File: src/i2cm_pkg.sv
// shared types and constants of the i2c master register access core
package i2cm_pkg;

  localparam int DELAY_W = 16;
  localparam int LEN_W = 16;
  localparam logic [DELAY_W-1:0] DELAY_RESET = 16'd120;
  localparam int QUEUE_DEPTH_DEF = 4;

  // classified command of one input word
  typedef enum logic [1:0] {
    CMD_TICK     = 2'd0,
    CMD_BEGIN_WR = 2'd1,
    CMD_BEGIN_RD = 2'd2,
    CMD_DATA     = 2'd3
  } cmd_t;

  // bus phase state
  typedef enum logic [4:0] {
    ST_IDLE   = 5'd0,
    ST_S1     = 5'd1,
    ST_S2     = 5'd2,
    ST_S3     = 5'd3,
    ST_WB_SET = 5'd4,
    ST_WB_HI  = 5'd5,
    ST_WB_LO  = 5'd6,
    ST_WA_SET = 5'd7,
    ST_WA_HI  = 5'd8,
    ST_WA_LO  = 5'd9,
    ST_RB_SET = 5'd10,
    ST_RB_HI  = 5'd11,
    ST_RB_LO  = 5'd12,
    ST_RA_SET = 5'd13,
    ST_RA_HI  = 5'd14,
    ST_RA_LO  = 5'd15,
    ST_P1     = 5'd16,
    ST_P2     = 5'd17,
    ST_P3     = 5'd18,
    ST_NEED   = 5'd19
  } phase_t;

  // which byte is on the bus
  typedef enum logic [1:0] {
    STG_ADDR_W = 2'd0,
    STG_REG    = 2'd1,
    STG_DATA   = 2'd2,
    STG_ADDR_R = 2'd3
  } stage_t;

  // one queued word
  typedef struct packed {
    cmd_t             cmd;
    logic [6:0]       dev_addr;
    logic [7:0]       reg_addr;
    logic [LEN_W-1:0] length;
    logic [7:0]       wr_data;
    logic             sda_in;
  } item_t;

endpackage

File: src/i2cm_front.sv
// front end: classifies incoming words and pushes them into the queue
module i2cm_front
  import i2cm_pkg::*;
(
  input  logic             in_valid,
  output logic             in_stall,
  input  logic [1:0]       func,
  input  logic [6:0]       dev_addr,
  input  logic [7:0]       reg_addr,
  input  logic [LEN_W-1:0] length,
  input  logic [7:0]       wr_data,
  input  logic             sda_in,
  input  logic             q_full,
  output logic             q_push,
  output item_t            q_item
);

  cmd_t cmd;

  always_comb begin
    case (func)
      2'd1: cmd = CMD_BEGIN_WR;
      2'd2: cmd = CMD_BEGIN_RD;
      2'd3: cmd = CMD_DATA;
      default: cmd = CMD_TICK;
    endcase
  end

  assign in_stall = q_full;
  assign q_push = in_valid && !q_full;

  always_comb begin
    q_item = '0;
    q_item.cmd = cmd;
    q_item.sda_in = sda_in;
    // address, length and data only matter for the commands that use them
    if (cmd == CMD_BEGIN_WR || cmd == CMD_BEGIN_RD) begin
      q_item.dev_addr = dev_addr;
      q_item.reg_addr = reg_addr;
      q_item.length = length;
    end
    if (cmd == CMD_DATA) begin
      q_item.wr_data = wr_data;
    end
  end

endmodule

File: src/i2cm_fifo.sv
// short queue between front end and bus engine
module i2cm_fifo
  import i2cm_pkg::*;
#(
  parameter int DEPTH = QUEUE_DEPTH_DEF
) (
  input  logic  clk,
  input  logic  rst,
  input  logic  push,
  input  item_t push_item,
  output logic  full,
  input  logic  pop,
  output logic  pop_valid,
  output item_t pop_item
);

  localparam int PTR_W = (DEPTH > 1) ? $clog2(DEPTH) : 1;
  localparam int CNT_W = $clog2(DEPTH + 1);

  item_t             mem [DEPTH];
  logic [PTR_W-1:0]  wr_ptr;
  logic [PTR_W-1:0]  rd_ptr;
  logic [CNT_W-1:0]  count;

  assign full = (count == CNT_W'(DEPTH));
  assign pop_valid = (count != '0);
  assign pop_item = mem[rd_ptr];

  always_ff @(posedge clk) begin
    if (push) begin
      mem[wr_ptr] <= push_item;
    end
  end

  always_ff @(posedge clk) begin
    if (rst) begin
      wr_ptr <= '0;
      rd_ptr <= '0;
      count <= '0;
    end else begin
      if (push) begin
        if (wr_ptr == PTR_W'(DEPTH - 1)) wr_ptr <= '0;
        else wr_ptr <= wr_ptr + 1'b1;
      end
      if (pop) begin
        if (rd_ptr == PTR_W'(DEPTH - 1)) rd_ptr <= '0;
        else rd_ptr <= rd_ptr + 1'b1;
      end
      if (push && !pop) count <= count + 1'b1;
      else if (pop && !push) count <= count - 1'b1;
    end
  end

endmodule

File: src/i2cm_engine.sv
// back end: i2c bus phase engine, one queued word per tick, with output register
module i2cm_engine
  import i2cm_pkg::*;
(
  input  logic               clk,
  input  logic               rst,
  input  logic [DELAY_W-1:0] delay_ticks,
  input  logic               q_valid,
  input  item_t              q_item,
  output logic               q_pop,
  output logic               out_valid,
  input  logic               out_stall,
  output logic               scl_low,
  output logic               sda_low,
  output logic [7:0]         rd_byte,
  output logic               rd_valid,
  output logic               rd_last,
  output logic               need_byte,
  output logic               busy_res,
  output logic               done_res,
  output logic               status
);

  phase_t             phase_state, phase_state_next;
  stage_t             byte_stage, byte_stage_next;
  logic [3:0]         bit_count, bit_count_next;
  logic [7:0]         shift_byte, shift_byte_next;
  logic [LEN_W-1:0]   bytes_left, bytes_left_next;
  logic [DELAY_W-1:0] phase_timer, phase_timer_next;
  logic [6:0]         slave_addr, slave_addr_next;
  logic [7:0]         register_addr, register_addr_next;
  logic               read_mode, read_mode_next;
  logic               scl_drive, scl_drive_next;
  logic               sda_drive, sda_drive_next;
  logic               error_flag, error_flag_next;

  logic [DELAY_W-1:0] eff_delay;
  logic [3:0]         bc_inc;
  logic [7:0]         shift_l;
  logic [LEN_W-1:0]   bl_dec;
  logic [7:0]         rd_byte_next;
  logic               rd_valid_next;
  logic               rd_last_next;
  logic               done_next;
  logic               out_valid_next;

  assign eff_delay = (delay_ticks == '0) ? DELAY_W'(1) : delay_ticks;
  assign bc_inc = bit_count + 4'd1;
  assign shift_l = {shift_byte[6:0], 1'b0};
  assign bl_dec = bytes_left - LEN_W'(1);

  assign q_pop = q_valid && (!out_valid || !out_stall);

  // next state of the bus engine for the word being popped
  always_comb begin
    phase_state_next = phase_state;
    byte_stage_next = byte_stage;
    bit_count_next = bit_count;
    shift_byte_next = shift_byte;
    bytes_left_next = bytes_left;
    phase_timer_next = phase_timer;
    slave_addr_next = slave_addr;
    register_addr_next = register_addr;
    read_mode_next = read_mode;
    scl_drive_next = scl_drive;
    sda_drive_next = sda_drive;
    error_flag_next = error_flag;
    rd_byte_next = '0;
    rd_valid_next = 1'b0;
    rd_last_next = 1'b0;
    done_next = 1'b0;

    if (phase_state == ST_IDLE) begin
      if (q_item.cmd == CMD_BEGIN_WR || q_item.cmd == CMD_BEGIN_RD) begin
        slave_addr_next = q_item.dev_addr;
        register_addr_next = q_item.reg_addr;
        bytes_left_next = q_item.length;
        read_mode_next = (q_item.cmd == CMD_BEGIN_RD);
        byte_stage_next = STG_ADDR_W;
        error_flag_next = 1'b0;
        bit_count_next = '0;
        shift_byte_next = '0;
        scl_drive_next = 1'b0;
        sda_drive_next = 1'b0;
        phase_state_next = ST_S1;
        phase_timer_next = eff_delay;
      end
    end else if (phase_state == ST_NEED) begin
      if (q_item.cmd == CMD_DATA) begin
        shift_byte_next = q_item.wr_data;
        bytes_left_next = bl_dec;
        bit_count_next = '0;
        sda_drive_next = ~q_item.wr_data[7];
        phase_state_next = ST_WB_SET;
        phase_timer_next = eff_delay;
      end
    end else if (phase_timer > DELAY_W'(1)) begin
      phase_timer_next = phase_timer - DELAY_W'(1);
    end else begin
      // end of a bus phase; most arms enter a new phase with a fresh timer
      phase_timer_next = eff_delay;
      case (phase_state)
        ST_S1: begin
          sda_drive_next = 1'b1;
          phase_state_next = ST_S2;
        end
        ST_S2: begin
          scl_drive_next = 1'b1;
          phase_state_next = ST_S3;
        end
        ST_S3: begin
          shift_byte_next = {slave_addr, (byte_stage == STG_ADDR_R)};
          bit_count_next = '0;
          sda_drive_next = ~slave_addr[6];
          phase_state_next = ST_WB_SET;
        end
        ST_WB_SET: begin
          scl_drive_next = 1'b0;
          phase_state_next = ST_WB_HI;
        end
        ST_WB_HI: begin
          scl_drive_next = 1'b1;
          phase_state_next = ST_WB_LO;
        end
        ST_WB_LO: begin
          shift_byte_next = shift_l;
          bit_count_next = bc_inc;
          if (bc_inc >= 4'd8) begin
            sda_drive_next = 1'b0;
            phase_state_next = ST_WA_SET;
          end else begin
            sda_drive_next = ~shift_l[7];
            phase_state_next = ST_WB_SET;
          end
        end
        ST_WA_SET: begin
          scl_drive_next = 1'b0;
          phase_state_next = ST_WA_HI;
        end
        ST_WA_HI: begin
          error_flag_next = q_item.sda_in;
          scl_drive_next = 1'b1;
          phase_state_next = ST_WA_LO;
        end
        ST_WA_LO: begin
          if (error_flag) begin
            sda_drive_next = 1'b1;
            phase_state_next = ST_P1;
          end else begin
            case (byte_stage)
              STG_ADDR_W: begin
                byte_stage_next = STG_REG;
                shift_byte_next = register_addr;
                bit_count_next = '0;
                sda_drive_next = ~register_addr[7];
                phase_state_next = ST_WB_SET;
              end
              STG_REG: begin
                if (read_mode) begin
                  byte_stage_next = STG_ADDR_R;
                  scl_drive_next = 1'b0;
                  sda_drive_next = 1'b0;
                  phase_state_next = ST_S1;
                end else begin
                  byte_stage_next = STG_DATA;
                  if (bytes_left == '0) begin
                    sda_drive_next = 1'b1;
                    phase_state_next = ST_P1;
                  end else begin
                    phase_state_next = ST_NEED;
                  end
                end
              end
              STG_DATA: begin
                if (bytes_left == '0) begin
                  sda_drive_next = 1'b1;
                  phase_state_next = ST_P1;
                end else begin
                  phase_state_next = ST_NEED;
                end
              end
              default: begin
                if (bytes_left == '0) begin
                  sda_drive_next = 1'b1;
                  phase_state_next = ST_P1;
                end else begin
                  shift_byte_next = '0;
                  bit_count_next = '0;
                  sda_drive_next = 1'b0;
                  phase_state_next = ST_RB_SET;
                end
              end
            endcase
          end
        end
        ST_RB_SET: begin
          scl_drive_next = 1'b0;
          phase_state_next = ST_RB_HI;
        end
        ST_RB_HI: begin
          shift_byte_next = {shift_byte[6:0], q_item.sda_in};
          scl_drive_next = 1'b1;
          phase_state_next = ST_RB_LO;
        end
        ST_RB_LO: begin
          bit_count_next = bc_inc;
          if (bc_inc >= 4'd8) begin
            bytes_left_next = bl_dec;
            rd_byte_next = shift_byte;
            rd_valid_next = 1'b1;
            rd_last_next = (bl_dec == '0);
            sda_drive_next = (bl_dec != '0);
            phase_state_next = ST_RA_SET;
          end else begin
            sda_drive_next = 1'b0;
            phase_state_next = ST_RB_SET;
          end
        end
        ST_RA_SET: begin
          scl_drive_next = 1'b0;
          phase_state_next = ST_RA_HI;
        end
        ST_RA_HI: begin
          scl_drive_next = 1'b1;
          phase_state_next = ST_RA_LO;
        end
        ST_RA_LO: begin
          if (bytes_left == '0) begin
            sda_drive_next = 1'b1;
            phase_state_next = ST_P1;
          end else begin
            sda_drive_next = 1'b0;
            bit_count_next = '0;
            shift_byte_next = '0;
            phase_state_next = ST_RB_SET;
          end
        end
        ST_P1: begin
          scl_drive_next = 1'b0;
          phase_state_next = ST_P2;
        end
        ST_P2: begin
          sda_drive_next = 1'b0;
          phase_state_next = ST_P3;
        end
        ST_P3: begin
          phase_state_next = ST_IDLE;
          phase_timer_next = '0;
          done_next = 1'b1;
        end
        default: begin
          phase_state_next = ST_IDLE;
          phase_timer_next = '0;
          scl_drive_next = 1'b0;
          sda_drive_next = 1'b0;
        end
      endcase
    end
  end

  // output word valid flag
  always_comb begin
    if (q_pop) out_valid_next = 1'b1;
    else if (out_valid && out_stall) out_valid_next = 1'b1;
    else out_valid_next = 1'b0;
  end

  always_ff @(posedge clk) begin
    if (rst) begin
      phase_state <= ST_IDLE;
      byte_stage <= STG_ADDR_W;
      bit_count <= '0;
      shift_byte <= '0;
      bytes_left <= '0;
      phase_timer <= '0;
      slave_addr <= '0;
      register_addr <= '0;
      read_mode <= 1'b0;
      scl_drive <= 1'b0;
      sda_drive <= 1'b0;
      error_flag <= 1'b0;
      out_valid <= 1'b0;
    end else begin
      out_valid <= out_valid_next;
      if (q_pop) begin
        phase_state <= phase_state_next;
        byte_stage <= byte_stage_next;
        bit_count <= bit_count_next;
        shift_byte <= shift_byte_next;
        bytes_left <= bytes_left_next;
        phase_timer <= phase_timer_next;
        slave_addr <= slave_addr_next;
        register_addr <= register_addr_next;
        read_mode <= read_mode_next;
        scl_drive <= scl_drive_next;
        sda_drive <= sda_drive_next;
        error_flag <= error_flag_next;
      end
    end
  end

  // output register, loaded with the word's result when it is popped
  always_ff @(posedge clk) begin
    if (q_pop) begin
      scl_low <= scl_drive_next;
      sda_low <= sda_drive_next;
      rd_byte <= rd_byte_next;
      rd_valid <= rd_valid_next;
      rd_last <= rd_last_next;
      need_byte <= (phase_state_next == ST_NEED);
      busy_res <= (phase_state_next != ST_IDLE);
      done_res <= done_next;
      status <= error_flag_next;
    end
  end

  // a running bus phase always has time left on its timer
  assert property (@(posedge clk) disable iff (rst)
    (phase_state != ST_IDLE && phase_state != ST_NEED) |-> (phase_timer != '0))
    else $error("phase timer empty inside a bus phase");

  // a received byte is only reported mid-transaction
  assert property (@(posedge clk) disable iff (rst)
    (out_valid && rd_valid) |-> busy_res)
    else $error("read byte reported while not busy");

  // last-byte mark comes only with a read byte
  assert property (@(posedge clk) disable iff (rst)
    (out_valid && rd_last) |-> rd_valid)
    else $error("rd_last without rd_valid");

  // completion leaves the engine idle
  assert property (@(posedge clk) disable iff (rst)
    (out_valid && done_res) |-> (!busy_res && !scl_low && !sda_low))
    else $error("done reported with bus still held");

endmodule

File: src/i2c_master_register_access_core.sv
// top level of the i2c master register access core
// path: a word accepted into the queue is written there, then the engine steps on it
//   into the output register, which drives the result word on the output ports
// throughput: one word per cycle while out_stall is low; the engine steps once per
//   word and the queue of QUEUE_DEPTH words absorbs output stalls
// reset: synchronous rst empties the queue and output register, returns the engine
//   to idle with both lines released and sets delay_ticks to 120
module i2c_master_register_access_core
  import i2cm_pkg::*;
#(
  parameter int QUEUE_DEPTH = QUEUE_DEPTH_DEF
) (
  input  logic               clk,
  input  logic               rst,
  // configuration: ticks per bus phase
  input  logic               cfg_we,
  input  logic [DELAY_W-1:0] cfg_wdata,
  // input words
  input  logic               in_valid,
  output logic               in_stall,
  input  logic [1:0]         func,
  input  logic [6:0]         dev_addr,
  input  logic [7:0]         reg_addr,
  input  logic [LEN_W-1:0]   length,
  input  logic [7:0]         wr_data,
  input  logic               sda_in,
  // result words
  output logic               out_valid,
  input  logic               out_stall,
  output logic               scl_low,
  output logic               sda_low,
  output logic [7:0]         rd_byte,
  output logic               rd_valid,
  output logic               rd_last,
  output logic               need_byte,
  output logic               busy_res,
  output logic               done_res,
  output logic               status
);

  // ticks per bus phase, zero is treated as one inside the engine
  logic [DELAY_W-1:0] delay_ticks;

  // front end to queue
  logic  q_full;
  logic  q_push;
  item_t q_push_item;

  // queue to engine
  logic  q_pop;
  logic  q_valid;
  item_t q_item;

  always_ff @(posedge clk) begin
    if (rst) begin
      delay_ticks <= DELAY_RESET;
    end else if (cfg_we) begin
      delay_ticks <= cfg_wdata;
    end
  end

  // classify the incoming word and push it into the queue
  i2cm_front u_front (
    .in_valid (in_valid),
    .in_stall (in_stall),
    .func     (func),
    .dev_addr (dev_addr),
    .reg_addr (reg_addr),
    .length   (length),
    .wr_data  (wr_data),
    .sda_in   (sda_in),
    .q_full   (q_full),
    .q_push   (q_push),
    .q_item   (q_push_item)
  );

  // decouples input stalls from output stalls
  i2cm_fifo #(
    .DEPTH (QUEUE_DEPTH)
  ) u_fifo (
    .clk       (clk),
    .rst       (rst),
    .push      (q_push),
    .push_item (q_push_item),
    .full      (q_full),
    .pop       (q_pop),
    .pop_valid (q_valid),
    .pop_item  (q_item)
  );

  // bus phase engine, one step per word, result held in the output register
  i2cm_engine u_engine (
    .clk         (clk),
    .rst         (rst),
    .delay_ticks (delay_ticks),
    .q_valid     (q_valid),
    .q_item      (q_item),
    .q_pop       (q_pop),
    .out_valid   (out_valid),
    .out_stall   (out_stall),
    .scl_low     (scl_low),
    .sda_low     (sda_low),
    .rd_byte     (rd_byte),
    .rd_valid    (rd_valid),
    .rd_last     (rd_last),
    .need_byte   (need_byte),
    .busy_res    (busy_res),
    .done_res    (done_res),
    .status      (status)
  );

endmodule

File: config.mk
export PLATFORM = sky130hd
export DESIGN_NAME = i2c_master_register_access_core
export DESIGN_NICKNAME = d
export VERILOG_FILES = /design/src/i2cm_pkg.sv /design/src/i2cm_front.sv /design/src/i2cm_fifo.sv /design/src/i2cm_engine.sv /design/src/i2c_master_register_access_core.sv
export SDC_FILE = /design/constraint.sdc
export NUM_CORES = 1
export LEC_CHECK = 0
export BUFFER_PORTS_ARGS = -buffer_cell sky130_fd_sc_hd__buf_2
export CAP_MARGIN = 10
export CORE_UTILIZATION = 40
export DETAILED_ROUTE_END_ITERATION = 8
export GPL_TIMING_DRIVEN = 0
export HOLD_SLACK_MARGIN = 0.02
export PLACE_DENSITY = 0.58
export SKIP_LAST_GASP = 1
export SYNTH_ARGS = -nofsm -noshare
export SYNTH_HDL_FRONTEND = slang
export SYNTH_SLANG_ARGS = --single-unit
File: constraint.sdc
create_clock -name clk -period 9.83 [get_ports clk]
set_clock_uncertainty 0.2 [all_clocks]
set_input_delay 1.4745 -clock clk [delete_from_list [all_inputs] [get_ports clk]]
set_output_delay 1.4745 -clock clk [all_outputs]
set_load 0.005 [all_outputs]
==> impl_metrics.env <==
export IMPL_start_kind="flop"
export IMPL_endpoint="u_engine.shift_byte[7]"
export IMPL_track_usage=0.198
export IMPL_chipHeight_um=182
export IMPL_port_buffers=79
export IMPL_antenna_cells=0
export IMPL_fin_hold_ws_ps=256
export IMPL_cts_repair_resized=0
export IMPL_drv_cap=0
export IMPL_ys_warn_count=0
export IMPL_die_area_um2=33100
export IMPL_vias=9136
export IMPL_rr_endpoint="u_engine.shift_byte[7]"
export IMPL_power_density_nw_per_um2=322
export IMPL_dr_pass1_iters=5
export IMPL_synth_cells=1111
export IMPL_clk_pin_slew_ps=60
export IMPL_async_flop_share=0
export IMPL_vdd_ir_drop_max_uv=167
export IMPL_timing_final_crit_share=0.489
export IMPL_crit_slowest_cell="buf_1"
export IMPL_crit_required_ps=10060
export IMPL_max_freq_mhz=208
export IMPL_rows=65
export IMPL_clock_root_buffer="clkbuf_16"
export IMPL_status="finished clean"
export IMPL_min_period_ps=4810
export IMPL_grt_pass1_wl_um=51500
export IMPL_maxSlewViolCount=0
export IMPL_slew_headroom=0.312
export IMPL_htreeDepth=1
export IMPL_syn_num_nets=1199
export IMPL_setup_viol=0
export IMPL_final_antenna_net_count=0
export IMPL_dp_hpwl_um=22800
export IMPL_floorplan_initialDensity=0.409
export IMPL_final_setup_tns_ps=0
export IMPL_synth_edf_count=184
export IMPL_worst_slew_pin_transition_ps=1030
export IMPL_syn_area_um2=13000
export IMPL_yosysSeqAreaShare=0.574
export IMPL_layout_common_cells="edfxtp_1 (184), nand2_1 (111), dfxtp_1 (96), nor2_1 (86), buf_2 (82)"
export IMPL_wl_per_cell_um=19.2
export IMPL_drive_gt1_frac=0.159
export IMPL_clkLatencyLatePin_ps=570
export IMPL_r2r_slack_ps=5020
export IMPL_crit_path_max_incr_delay_ps=670
export IMPL_cts_buffer_depth=3
export IMPL_cts_setup_buffers=0
export IMPL_hold_viol=0
export IMPL_cts_tree="built"
export IMPL_critPathMostFrequentCell="nor3_1"
export IMPL_crit_arrival_ps=5030
export IMPL_p_leak_nw=5.23
export IMPL_synth_area_per_cell_um2=11.7
export IMPL_yosys_register_bits=280
export IMPL_cp_end_kind="flop"
export IMPL_via_per_inst=5.53
export IMPL_cts_hold_buf=0
export IMPL_antenna_found_initial=0
export IMPL_ioPinCount=81
export IMPL_reg2regPathDepth=11
export IMPL_area_delta_synth_final_pct=15.3
export IMPL_final_common_cell="edfxtp_1"
export IMPL_nNetsFinal=1315
export IMPL_wirelength_um=31800
export IMPL_grt_setup_unrepaired="false"
export IMPL_ys_flop_type="edfxtp_1"
export IMPL_overflow=0
export IMPL_cts_made_buffers=31
export IMPL_first_global_vias=9067
export IMPL_drc=0
export IMPL_gp_congestion=0.945
export IMPL_holdCritPathClass="reg2reg"
export IMPL_crit_chain="clkbuf_1, buf_2, buf_1, mux4_2, ha_1, nand3_1, nand3b_1, nor3_1, nand2_1, a211oi_1, nor3_1"
export IMPL_dieWidth_um=182
export IMPL_path_max_fanout=10
export IMPL_worstSetupPathType="reg2reg"
export IMPL_yosysUniqueCellTypes=76
export IMPL_clkSinkCount=280
export IMPL_first_iter_violations=704
export IMPL_core_um2=31700
export IMPL_grt_max_degree=33
per-stage QoR:
stage	utilization	setup WS [ps]	total power [mW]	cell area [um^2]	instances
6_report	0.472	5020	4.81	15000	1651
5_1_grt	0.472	4660	5.13	15000	1651
4_1_cts	0.472	4970	4.83	15000	1651
3_5_place_dp	0.440	4980	3.68	14000	1596
3_3_place_gp	0.437	4950	3.67	13900	1592
2_1_floorplan	-	6050	3.07	13000	1111
critical path: cells and delay by family, from the launching register on:
| family | cells | cell delay, ps |
|---|---|---|
| multiplexers | 1 | 620 |
| AND/OR/NAND/NOR | 5 | 1330 |
| buffers and inverters | 3 | 1490 |
| AO/OA/AOI/OAI | 1 | 310 |
| adder cells (fa/ha/maj) | 1 | 400 |
| flip-flops | 1 | 310 |
layer usage:
layer / vias to the layer above / track usage / part of all wire
met4: 0 / 0.0545 / 0.023
met1: 4383 / 0.283 / 0.46
met2: 293 / 0.312 / 0.46
met5: - / 0 / 0
li1: 4410 / - / -
met3: 50 / 0.0307 / 0.058
worst min path at each step:
stage,start,end,slack [ps],cells past startpoint
after floorplan,u_engine.bit_count[2],u_engine.bit_count[2],220,1
after CTS,u_engine.slave_addr[1],u_engine.slave_addr[1],260,2
after global routing,u_engine.register_addr[4],u_engine.register_addr[4],280,2
final,u_engine.register_addr[4],u_engine.register_addr[4],260,2
after global placement,u_engine.slave_addr[1],u_engine.slave_addr[1],250,2
after detailed placement,u_engine.slave_addr[1],u_engine.slave_addr[1],250,2
cell usage after synthesis (9+ instances only):
cell type	instances	area, um^2
clkbuf_1	54	203
or3_1	15	93.8
a21oi_1	66	330
nand2_1	111	417
ha_1	24	300
nand4_1	9	56.3
a211oi_1	15	113
o21ai_1	33	165
buf_1	10	37.5
a31oi_1	14	87.6
inv_1	19	71.3
dfxtp_1	96	1920
nand3_1	24	120
nor3_1	40	200
nor4_1	14	87.6
edfxtp_1	184	5530
xor2_1	10	87.6
mux4_2	42	946
a22oi_1	15	113
nor2_1	86	323
mux2i_1	23	230
and2_1	54	338
o21ai_0	30	150
state kept, by name, indices dropped and copies added, names as in the netlist, 2 cells and up, named ones only:
signal and cells:
u_engine.register_addr 8, u_engine.bit_count 4, u_engine.phase_timer 16, delay_ticks 16
u_fifo.count 3, u_fifo.mem 168, u_engine.phase_state 5, u_engine.rd_byte 8
u_engine.slave_addr 7, u_fifo.rd_ptr 2, u_fifo.wr_ptr 2, u_engine.bytes_left 16
u_engine.shift_byte 8, u_engine.byte_stage 2
cell families (layout without fill, tap and decap cells):
| family | Yosys count | count (layout) | share of synthesized area |
|---|---|---|---|
| AO/OA/AOI/OAI | 227 | 227 | 0.113 |
| XOR/XNOR | 16 | 16 | 0.0108 |
| adder cells (fa/ha/maj) | 25 | 25 | 0.0247 |
| buffers and inverters | 92 | 230 | 0.0281 |
| flip-flops | 280 | 280 | 0.574 |
| multiplexers | 66 | 66 | 0.0915 |
| AND/OR/NAND/NOR | 405 | 405 | 0.158 |
layout make-up:
class | count | area (um^2)
fill | 2969 | 16800
sequential | 280 | 7450
multi-input combinational | 739 | 5160
clock buffer | 40 | 840
tap | 402 | 503
timing repair buffer | 83 | 475
buffer | 69 | 278
clock inverter | 15 | 163
inverter | 23 | 86.3
where the power goes:
| group | internal [mW] | leakage (nW) | switching, mW |
|---|---|---|---|
| registers | 1.48 | 2.51 | 0.121 |
| logic | 0.727 | 2.23 | 1.35 |
| clock network | 0.678 | 0.491 | 0.458 |
| total | 2.88 | 5.23 | 1.93 |
No activity file was read; power rests on OpenSTA's default activity.
